## config.mk

```make
export PLATFORM = sky130hd
export DESIGN_NAME = page_table_walk_top
export DESIGN_NICKNAME = d
export VERILOG_FILES = /design/src/hdl/ptw_pkg.sv /design/src/hdl/page_table_walk_top.sv
export VERILOG_INCLUDE_DIRS = /design/src /design/src/hdl
export SDC_FILE = /design/constraint.sdc
export NUM_CORES = 1
export LEC_CHECK = 0
export BUFFER_PORTS_ARGS = -buffer_cell sky130_fd_sc_hd__buf_2
export CORE_ASPECT_RATIO = 1.1
export CORE_UTILIZATION = 40
export DETAILED_ROUTE_END_ITERATION = 8
export GPL_TIMING_DRIVEN = 0
export HOLD_SLACK_MARGIN = 0.05
export SLEW_MARGIN = 20
export SYNTH_ARGS = -nofsm -noshare
export SYNTH_HDL_FRONTEND = slang
export SYNTH_SLANG_ARGS = --single-unit
export TNS_END_PERCENT = 10
```

## constraint.sdc

```tcl
create_clock -name clk_i -period 10.9 [get_ports clk_i]
set_input_delay 2.18 -clock clk_i [delete_from_list [all_inputs] [get_ports clk_i]]
set_output_delay 2.18 -clock clk_i [all_outputs]
set_load 0.03 [all_outputs]
```

## src/hdl/page_table_walk_top_macros.svh

```systemverilog
// ---------------------------------------------------------------------------
// Page table walker assertion macros
// Concurrent assertion helpers, compiled out when ASSERT_OFF is defined.
// ---------------------------------------------------------------------------
`ifndef PAGE_TABLE_WALK_TOP_MACROS_SVH
`define PAGE_TABLE_WALK_TOP_MACROS_SVH

`ifndef ASSERT_OFF
// explicit clock and active-low reset
`define PTW_ASSERT_CLK(lbl, clk, rstn, prop, msg) \
  lbl: assert property (@(posedge clk) disable iff (!rstn) prop) else $error(msg);
// default clock and reset of the block
`define PTW_ASSERT(lbl, prop, msg) \
  `PTW_ASSERT_CLK(lbl, clk_i, rst_ni, prop, msg)
`else
`define PTW_ASSERT_CLK(lbl, clk, rstn, prop, msg)
`define PTW_ASSERT(lbl, prop, msg)
`endif

`endif

```

## src/hdl/ptw_pkg.sv

```systemverilog
// ---------------------------------------------------------------------------
// Page table walker package
// Widths, default parameters, codes and the result record.
// ---------------------------------------------------------------------------
`timescale 1ns / 1ps
`default_nettype none

package ptw_pkg;

  localparam int unsigned LEVELS     = 4;
  localparam int unsigned INDEX_BITS = 9;
  localparam int unsigned PAGE_BITS  = 12;

  localparam int unsigned VA_W       = 48;
  localparam int unsigned ROOT_W     = 52;
  localparam int unsigned DATA_W     = 64;
  localparam int unsigned ENTRY_SHIFT = 3;

  localparam logic OP_START = 1'b0;
  localparam logic OP_RESP  = 1'b1;

  localparam logic KIND_REQ  = 1'b0;
  localparam logic KIND_DONE = 1'b1;

  typedef struct packed {
    logic              kind;
    logic [DATA_W-1:0] read_addr;
    logic [DATA_W-1:0] translated_addr;
    logic              not_mapped;
  } result_t;

endpackage

`default_nettype wire

```

## src/hdl/page_table_walk_top.sv

```systemverilog
// ---------------------------------------------------------------------------
// Page table walker
// Multi-level page table walk through an external table memory port.
// ---------------------------------------------------------------------------
// Input channel (in_valid_i / in_stall_o) carries start items (operation 0,
// root_addr and virtual_addr) and table read responses (operation 1,
// read_data). Output channel (out_valid_o / out_stall_i) carries read
// requests (kind 0, read_addr) and walk results (kind 1, translated_addr or
// not_mapped). A start while a walk is open, or a response while idle, is
// taken and dropped without result.
// An item's result is in the output register in the cycle after acceptance,
// and one item can be accepted every cycle while the input does not stall.
// The output register frees in the same cycle it is taken, so the input
// stalls only while a result waits and the receiver stalls.
// kernel_offset is written through cfg_valid_i / cfg_ready_o (always ready);
// the user must write it only while no walk is open; the block does not enforce this.
// Reset makes the walker idle with an empty output register and clears
// kernel_offset.
// ---------------------------------------------------------------------------
`timescale 1ns / 1ps
`default_nettype none

`include "page_table_walk_top_macros.svh"

module page_table_walk_top #(
  parameter int unsigned LEVELS     = ptw_pkg::LEVELS,
  parameter int unsigned INDEX_BITS = ptw_pkg::INDEX_BITS,
  parameter int unsigned PAGE_BITS  = ptw_pkg::PAGE_BITS
) (
  input  wire logic                        clk_i,
  input  wire logic                        rst_ni,
  // configuration
  input  wire logic                        cfg_valid_i,
  output logic                             cfg_ready_o,
  input  wire logic [ptw_pkg::DATA_W-1:0]  cfg_wdata_i,
  // input items
  input  wire logic                        in_valid_i,
  output logic                             in_stall_o,
  input  wire logic                        operation_i,
  input  wire logic [ptw_pkg::ROOT_W-1:0]  root_addr_i,
  input  wire logic [ptw_pkg::VA_W-1:0]    virtual_addr_i,
  input  wire logic [ptw_pkg::DATA_W-1:0]  read_data_i,
  // result items
  output logic                             out_valid_o,
  input  wire logic                        out_stall_i,
  output logic                             kind_o,
  output logic [ptw_pkg::DATA_W-1:0]       read_addr_o,
  output logic [ptw_pkg::DATA_W-1:0]       translated_addr_o,
  output logic                             not_mapped_o
);

  localparam int unsigned DW    = ptw_pkg::DATA_W;
  localparam int unsigned VW    = ptw_pkg::VA_W;
  localparam int unsigned LVL_W = (LEVELS > 1) ? $clog2(LEVELS) : 1;
  localparam int unsigned SH_W  = $clog2(LEVELS * INDEX_BITS + PAGE_BITS + 1);
  localparam logic [LVL_W-1:0] TOP_LEVEL = LVL_W'(LEVELS - 1);

  logic [DW-1:0]     kernel_offset_q;
  logic              busy_q, busy_d;
  logic [LVL_W-1:0]  level_q, level_d;
  logic [VW-1:0]     vaddr_q, vaddr_d;
  logic [DW-1:0]     base_q, base_d;
  logic              out_valid_q, out_valid_d;
  ptw_pkg::result_t  res_q, res_d;

  logic              accept;
  logic              start;
  logic              resp;
  logic              entry_zero;
  logic              last_level;
  logic [DW-1:0]     next_base;
  logic [LVL_W-1:0]  ea_level;
  logic [VW-1:0]     ea_vaddr;
  logic [DW-1:0]     ea_base;
  logic [SH_W-1:0]   ea_shift;
  logic [VW-1:0]     ea_vshift;
  logic [DW-1:0]     ea_addr;
  logic [DW-1:0]     final_addr;

  assign cfg_ready_o = 1'b1;
  assign in_stall_o  = out_valid_q & out_stall_i;
  assign accept      = in_valid_i & ~in_stall_o;
  assign start       = accept & (operation_i == ptw_pkg::OP_START) & ~busy_q;
  assign resp        = accept & (operation_i == ptw_pkg::OP_RESP) & busy_q;

  assign entry_zero  = (read_data_i == '0);
  assign last_level  = (level_q == '0);
  assign next_base   = {read_data_i[DW-1:PAGE_BITS], PAGE_BITS'(0)};

  // shared entry address unit: base + index * 8
  assign ea_level  = start ? TOP_LEVEL : (level_q - LVL_W'(1));
  assign ea_vaddr  = start ? virtual_addr_i : vaddr_q;
  assign ea_base   = start ? DW'(root_addr_i) : next_base;
  assign ea_shift  = SH_W'(ea_level) * SH_W'(INDEX_BITS) + SH_W'(PAGE_BITS);
  assign ea_vshift = ea_vaddr >> ea_shift;
  assign ea_addr   = ea_base + (DW'(ea_vshift[INDEX_BITS-1:0]) << ptw_pkg::ENTRY_SHIFT);

  assign final_addr = (next_base + kernel_offset_q) | DW'(vaddr_q[PAGE_BITS-1:0]);

  always_comb begin
    busy_d      = busy_q;
    level_d     = level_q;
    vaddr_d     = vaddr_q;
    base_d      = base_q;
    out_valid_d = out_valid_q & out_stall_i;
    res_d       = res_q;
    if (start) begin
      busy_d      = 1'b1;
      level_d     = TOP_LEVEL;
      vaddr_d     = virtual_addr_i;
      base_d      = DW'(root_addr_i);
      out_valid_d = 1'b1;
      res_d       = '{kind: ptw_pkg::KIND_REQ, read_addr: ea_addr,
                      translated_addr: '0, not_mapped: 1'b0};
    end else if (resp) begin
      out_valid_d = 1'b1;
      if (entry_zero) begin
        busy_d  = 1'b0;
        level_d = TOP_LEVEL;
        res_d   = '{kind: ptw_pkg::KIND_DONE, read_addr: '0,
                    translated_addr: '0, not_mapped: 1'b1};
      end else if (last_level) begin
        busy_d  = 1'b0;
        level_d = TOP_LEVEL;
        base_d  = next_base;
        res_d   = '{kind: ptw_pkg::KIND_DONE, read_addr: '0,
                    translated_addr: final_addr, not_mapped: 1'b0};
      end else begin
        level_d = level_q - LVL_W'(1);
        base_d  = next_base;
        res_d   = '{kind: ptw_pkg::KIND_REQ, read_addr: ea_addr,
                    translated_addr: '0, not_mapped: 1'b0};
      end
    end
  end

  always_ff @(posedge clk_i or negedge rst_ni) begin
    if (!rst_ni) begin
      kernel_offset_q <= '0;
      busy_q          <= 1'b0;
      level_q         <= TOP_LEVEL;
      out_valid_q     <= 1'b0;
    end else begin
      if (cfg_valid_i && cfg_ready_o) begin
        kernel_offset_q <= cfg_wdata_i;
      end
      busy_q      <= busy_d;
      level_q     <= level_d;
      out_valid_q <= out_valid_d;
    end
  end

  always_ff @(posedge clk_i) begin
    vaddr_q <= vaddr_d;
    base_q  <= base_d;
    res_q   <= res_d;
  end

  assign out_valid_o       = out_valid_q;
  assign kind_o            = res_q.kind;
  assign read_addr_o       = res_q.read_addr;
  assign translated_addr_o = res_q.translated_addr;
  assign not_mapped_o      = res_q.not_mapped;

  `PTW_ASSERT(a_idle_top_level, !busy_q |-> (level_q == TOP_LEVEL), "idle walker not at top level")
  `PTW_ASSERT(a_stall_needs_result, in_stall_o |-> out_valid_q, "input stalled with empty output")
  `PTW_ASSERT(a_start_requests, start |=> (busy_q && out_valid_q && res_q.kind == ptw_pkg::KIND_REQ), "start gave no read request")
  `PTW_ASSERT(a_end_to_idle, (resp && (entry_zero || last_level)) |=> (!busy_q && out_valid_q && res_q.kind == ptw_pkg::KIND_DONE), "walk end did not return to idle")
  `PTW_ASSERT(a_not_mapped_done, (out_valid_q && res_q.not_mapped) |-> (res_q.kind == ptw_pkg::KIND_DONE && res_q.translated_addr == '0), "not mapped on a non-final item")

endmodule

`default_nettype wire
```

Word level (Yosys, flattened, before mapping)

Cells that the tools add are included.

Bits in latches: 0
Input bits: 234
Bits in read-only memories: 0
Output and inout bits: 133
RAM bits: 0
Memories: 0
Flip-flop bits (word level): 246

Div/mod/pow operators: 0
Magnitude comparators: 0
Add/subtract/negate cells: 4
Bitwise gates (word level): 10
Reduce and logical (&&, ||, !) cells: 5
Multiplexer cells: 17
Shift operators: 1
Eq/ne operators: 0
Multipliers: 1

Operator list:

| kind                  | count |
|---|---|
| $mux W130             | 2 |
| $mux W129             | 2 |
| $add A64 B12 Y64      | 1 |
| $add A64 B64 Y64      | 1 |
| $logic_not A64 Y1     | 1 |
| $mux W64              | 1 |
| $or A64 B12 Y64       | 1 |
| $mux W48              | 1 |
| $shr A48 B6 Y9        | 1 |
| $mux W2               | 5 |
| $add A6 B4 Y6 const B | 1 |
| $and A1 B1 Y1         | 6 |
| $mul A2 B4 Y6 const B | 1 |
| $mux W1               | 6 |
| $not A1 Y1            | 3 |
| $reduce_bool A3 Y1    | 1 |
| $logic_not A2 Y1      | 1 |
| $reduce_and A2 Y1     | 1 |
| $reduce_bool A2 Y1    | 1 |
| $sub A2 B1 Y2 const B | 1 |

Logic depth before layout (Yosys ltp)

Depth in word-level cells: 14
Mapped depth: 24
Mapped depth without buffers: 19

Worst setup path after synthesis

Ideal clock, no wire load.

Path type: in2reg
Start point: input port out_stall_i
End point: register res_q (netlist bit read_addr_o[49]) (data pin)
Data arrival time: 6194 ps
Data required time: 10629 ps
Buffers on the path: 5
Path slack: 4435 ps
Stages on the path: 22
Cell sequence: nand2_1 > nand3_1 > buf_2 > buf_2 > clkbuf_1 > clkbuf_1 > nand2_1 > o22ai_1 > a21oi_1 > ha_1 > fa_1 > a21o_1 > a21oi_1 > o21ai_0 > a31oi_1 > nor2_1 > and3_1 > and2_1 > buf_2 > nand4_1 > xor2_1 > o22ai_1

RTL lines:

| item                   | line                       | text |
|---|---|---|
| start: declaration     | page_table_walk_top.sv:45  | `input wire logic out_stall_i,` |
| end signal: assignment | page_table_walk_top.sv:156 | `res_q <= res_d;` |
| end: declaration       | page_table_walk_top.sv:64  | `ptw_pkg::result_t res_q, res_d;` |

==> impl_metrics.yaml <==
outcome:
  status: "completed"
global_route:
  antenna_found_initial: 13
  grt_pass1_vias: 13000
  grtUsageTotal: 0.276
  grt_max_degree: 55
  grt_overflow_total: 0
  grt_first_pass_wirelength_um: 75500
clock_network:
  insertion_delay_ns: 0.57
  cts_setup_buffers: 0
  ctsResizeCount: 0
  tritoncts: "done"
  numCtsBuffers: 29
  clkTransAtPathRegs_ns: 0.06
  cts_max_level: 1
  root_buffer: "clkbuf_16"
  clk_path_buf_depth: 3
  clock-sinks: 246
  ctsHoldBuffers: 0
hold_path:
  min_from: "translated_addr_o[4]$_SDFFE_PN0P_"
  min_to: "translated_addr_o[4]$_SDFFE_PN0P_"
  hp-class: "reg2reg"
  holdPathStages: 2
critical_path:
  reg2reg_slack_ns: 3.84
  r2r-start: "out_valid_o$_DFF_PN0_"
  crit_required_ns: 11.19
  critPathLaunchType: "primary input"
  cp-end-kind: "flip-flop"
  critPathArrivalTime_ns: 8.67
  critPathKind: "in2reg"
  ff2ff_path_depth: 22
  worstReg2RegEnd: "read_addr_o[49]$_DFFE_PP_"
  cp-startpoint: "out_stall_i"
  cp_max_fo: 10
power_and_ir_drop:
  max-vdd-ir-drop_uv: 139
  power_density_mw_per_mm2: 211
  p_leak_nw: 7.85
yosys:
  synth_area_mm2: 0.0140
  synth_top_area_share: 0.157
  synth-edff-count: 68
  synthFlopType: "dfxtp_1"
  ys_warn_count: 0
  synth_top_area_cell: "dfxtp_1"
  synth_top_cells_by_area: "dfxtp_1 (16%), edfxtp_1 (15%), dfrtp_1 (12%)"
  synth_area_per_cell_um2: 9.38
  synthCells: 1498
  synth-seq-cells: 246
  synth_seq_area_share: 0.423
  syn_nets: 1795
  async_flop_share: 0.276
  synth.distinct_cells: 73
finish:
  drive_gt1_frac: 0.272
  finalNonFillerCells: 2366
  layout_common_cells: "buf_2 (370), nand2_1 (250), dfxtp_1 (110)"
  nets: 2192
  areaGrowthSynthToFinish_pct: 24.3
  final_common_cell: "buf_2"
route:
  viasPerCell: 5.55
  drt_pass1_iterations: 7
  postRouteAntennaNets: 0
  routed_wl_um: 50100
  num_vias: 13100
  drc: 0
  wire_per_inst_um: 21.2
  drtIter0Drc: 850
placed_design:
  portBuffers: 364
  place_inst: 2302
  dp_hpwl_um: 39300
  place_congestion: 0.928
die:
  ioPinCount: 367
  fp.dieH_um: 199
  core-area_mm2: 0.0344
  die_w_um: 181
  rows: 71
  dieArea_mm2: 0.0359
  initial_core_util: 0.409
sta:
  finalCritPeriodShare: 0.769
  setup_viol: 0
  relSlewSlack: 0.324
  min_period_ns: 8.38
  worst_slew_pin_slew_ns: 1.01
  tns_ns: 0
  rsz0062_at_grt: "no"
  hold_viol_final: 0
  drv_slew: 0
  fmax_ghz: 0.119
  finClkSkew_ns: 0.0113
job:
  cap_violations: 0
[metrics by stage]
stage               power, mW  hold WS (ns)   util  setup slack, ns  instance area (um2)
finish                   3.69         0.434  0.508             2.52                17500
detailed placement       2.71         0.428  0.479             2.00                16500
global placement         2.69         0.423  0.478             2.11                16400
floorplan                2.25         0.410      -             4.43                14000
CTS                      3.70         0.438  0.507             2.58                17400
global route             3.89         0.458  0.507             2.17                17400
[per-layer routing]
layer,track usage,vias to the layer above,share of wire
met5,0,-,0.0010
met4,0.128,8,0.042
met3,0.0591,109,0.078
met2,0.465,528,0.47
met1,0.337,6240,0.41
li1,-,6246,-
[synthesized netlist by cell type (5+ instances only)]
master,number
a21o_1,29
edfxtp_1,68
and4_1,6
a31oi_1,14
inv_1,24
o22ai_1,35
ha_1,61
mux2i_1,15
xor2_1,54
buf_2,7
nor2_1,82
nand2b_1,6
o21bai_1,15
and3_1,30
nor3_1,14
o21ai_0,56
nor2b_1,7
nor4_1,19
or3_1,7
mux2_2,71
buf_1,10
nand4_1,26
o21a_1,9
nand3_1,55
dfrtp_1,66
and2_1,18
a41oi_1,5
dfxtp_1,110
xnor2_1,75
a22o_1,53
a21oi_1,78
clkbuf_1,57
nand2_1,250
[worst max-delay path, cell delays in order]
cell,delay [ns]
buf_2,0.08
nand2_1,0.12
nand3_1,0.17
buf_2,0.31
buf_2,0.32
clkbuf_1,0.55
clkbuf_1,0.70
clkbuf_1,0.62
buf_1,0.52
nand2_1,0.10
nand2_1,0.15
ha_1,0.28
a21o_1,0.19
a21oi_1,0.25
o21ai_0,0.17
a31oi_1,0.55
nor2_1,0.32
and3_1,0.29
and2_1,0.16
buf_2,0.18
nand4_1,0.17
xor2_1,0.17
o22ai_1,0.10
[worst max-delay path by stage]
stage,endpoint,slack [ns]
after floorplan,read_addr_o[49]$_DFFE_PP_,4.43
after global placement,read_addr_o[49]$_DFFE_PP_,2.11
after detailed placement,read_addr_o[49]$_DFFE_PP_,2.00
after CTS,read_addr_o[49]$_DFFE_PP_,2.58
after global routing,read_addr_o[50]$_DFFE_PP_,2.17
final,read_addr_o[49]$_DFFE_PP_,2.52
[registers in the layout, summed over array words and instances (netlist names), named ones only]
register / flops
out_valid_o: 1
vaddr_q: 44
translated_addr_o: 64
kernel_offset_q: 64
busy_q: 1
not_mapped_o: 1
read_addr_o: 64
kind_o: 1
level_q: 2
[final cells by class]
cell class / instances / area [um2]
Multi-Input combinational cell: 1151 / 7700
Tap cell: 438 / 548
Fill cell: 3320 / 16900
Sequential cell: 246 / 5950
Timing Repair Buffer: 366 / 1880
Clock buffer: 35 / 768
Clock inverter: 19 / 186
Inverter: 25 / 97.6
Buffer: 76 / 302
Antenna cell: 10 / 25.0
[logic make-up (layout without fill, tap and decap cells)]
| group | after synthesis | in the layout | share of synthesized area |
|---|---|---|---|
| DFF | 246 | 246 | 0.423 |
| adders and majority gates | 63 | 63 | 0.0572 |
| and+or+nand+nor | 531 | 531 | 0.175 |
| xor gates and xnor gates | 129 | 129 | 0.0804 |
| AOI/OAI and AO/OA | 339 | 339 | 0.165 |
| muxes | 88 | 88 | 0.0702 |
| other | 1 | 11 | 0.000267 |
| buffers and inverters | 101 | 521 | 0.0282 |
[power by group]
group          internal (mW)  total [mW]  switching (mW)
clock network          0.575       0.987           0.412
registers               1.19        1.29           0.101
logic                  0.496        1.41           0.913
total                   2.26        3.69            1.43
(Power assumes the default switching activity.)
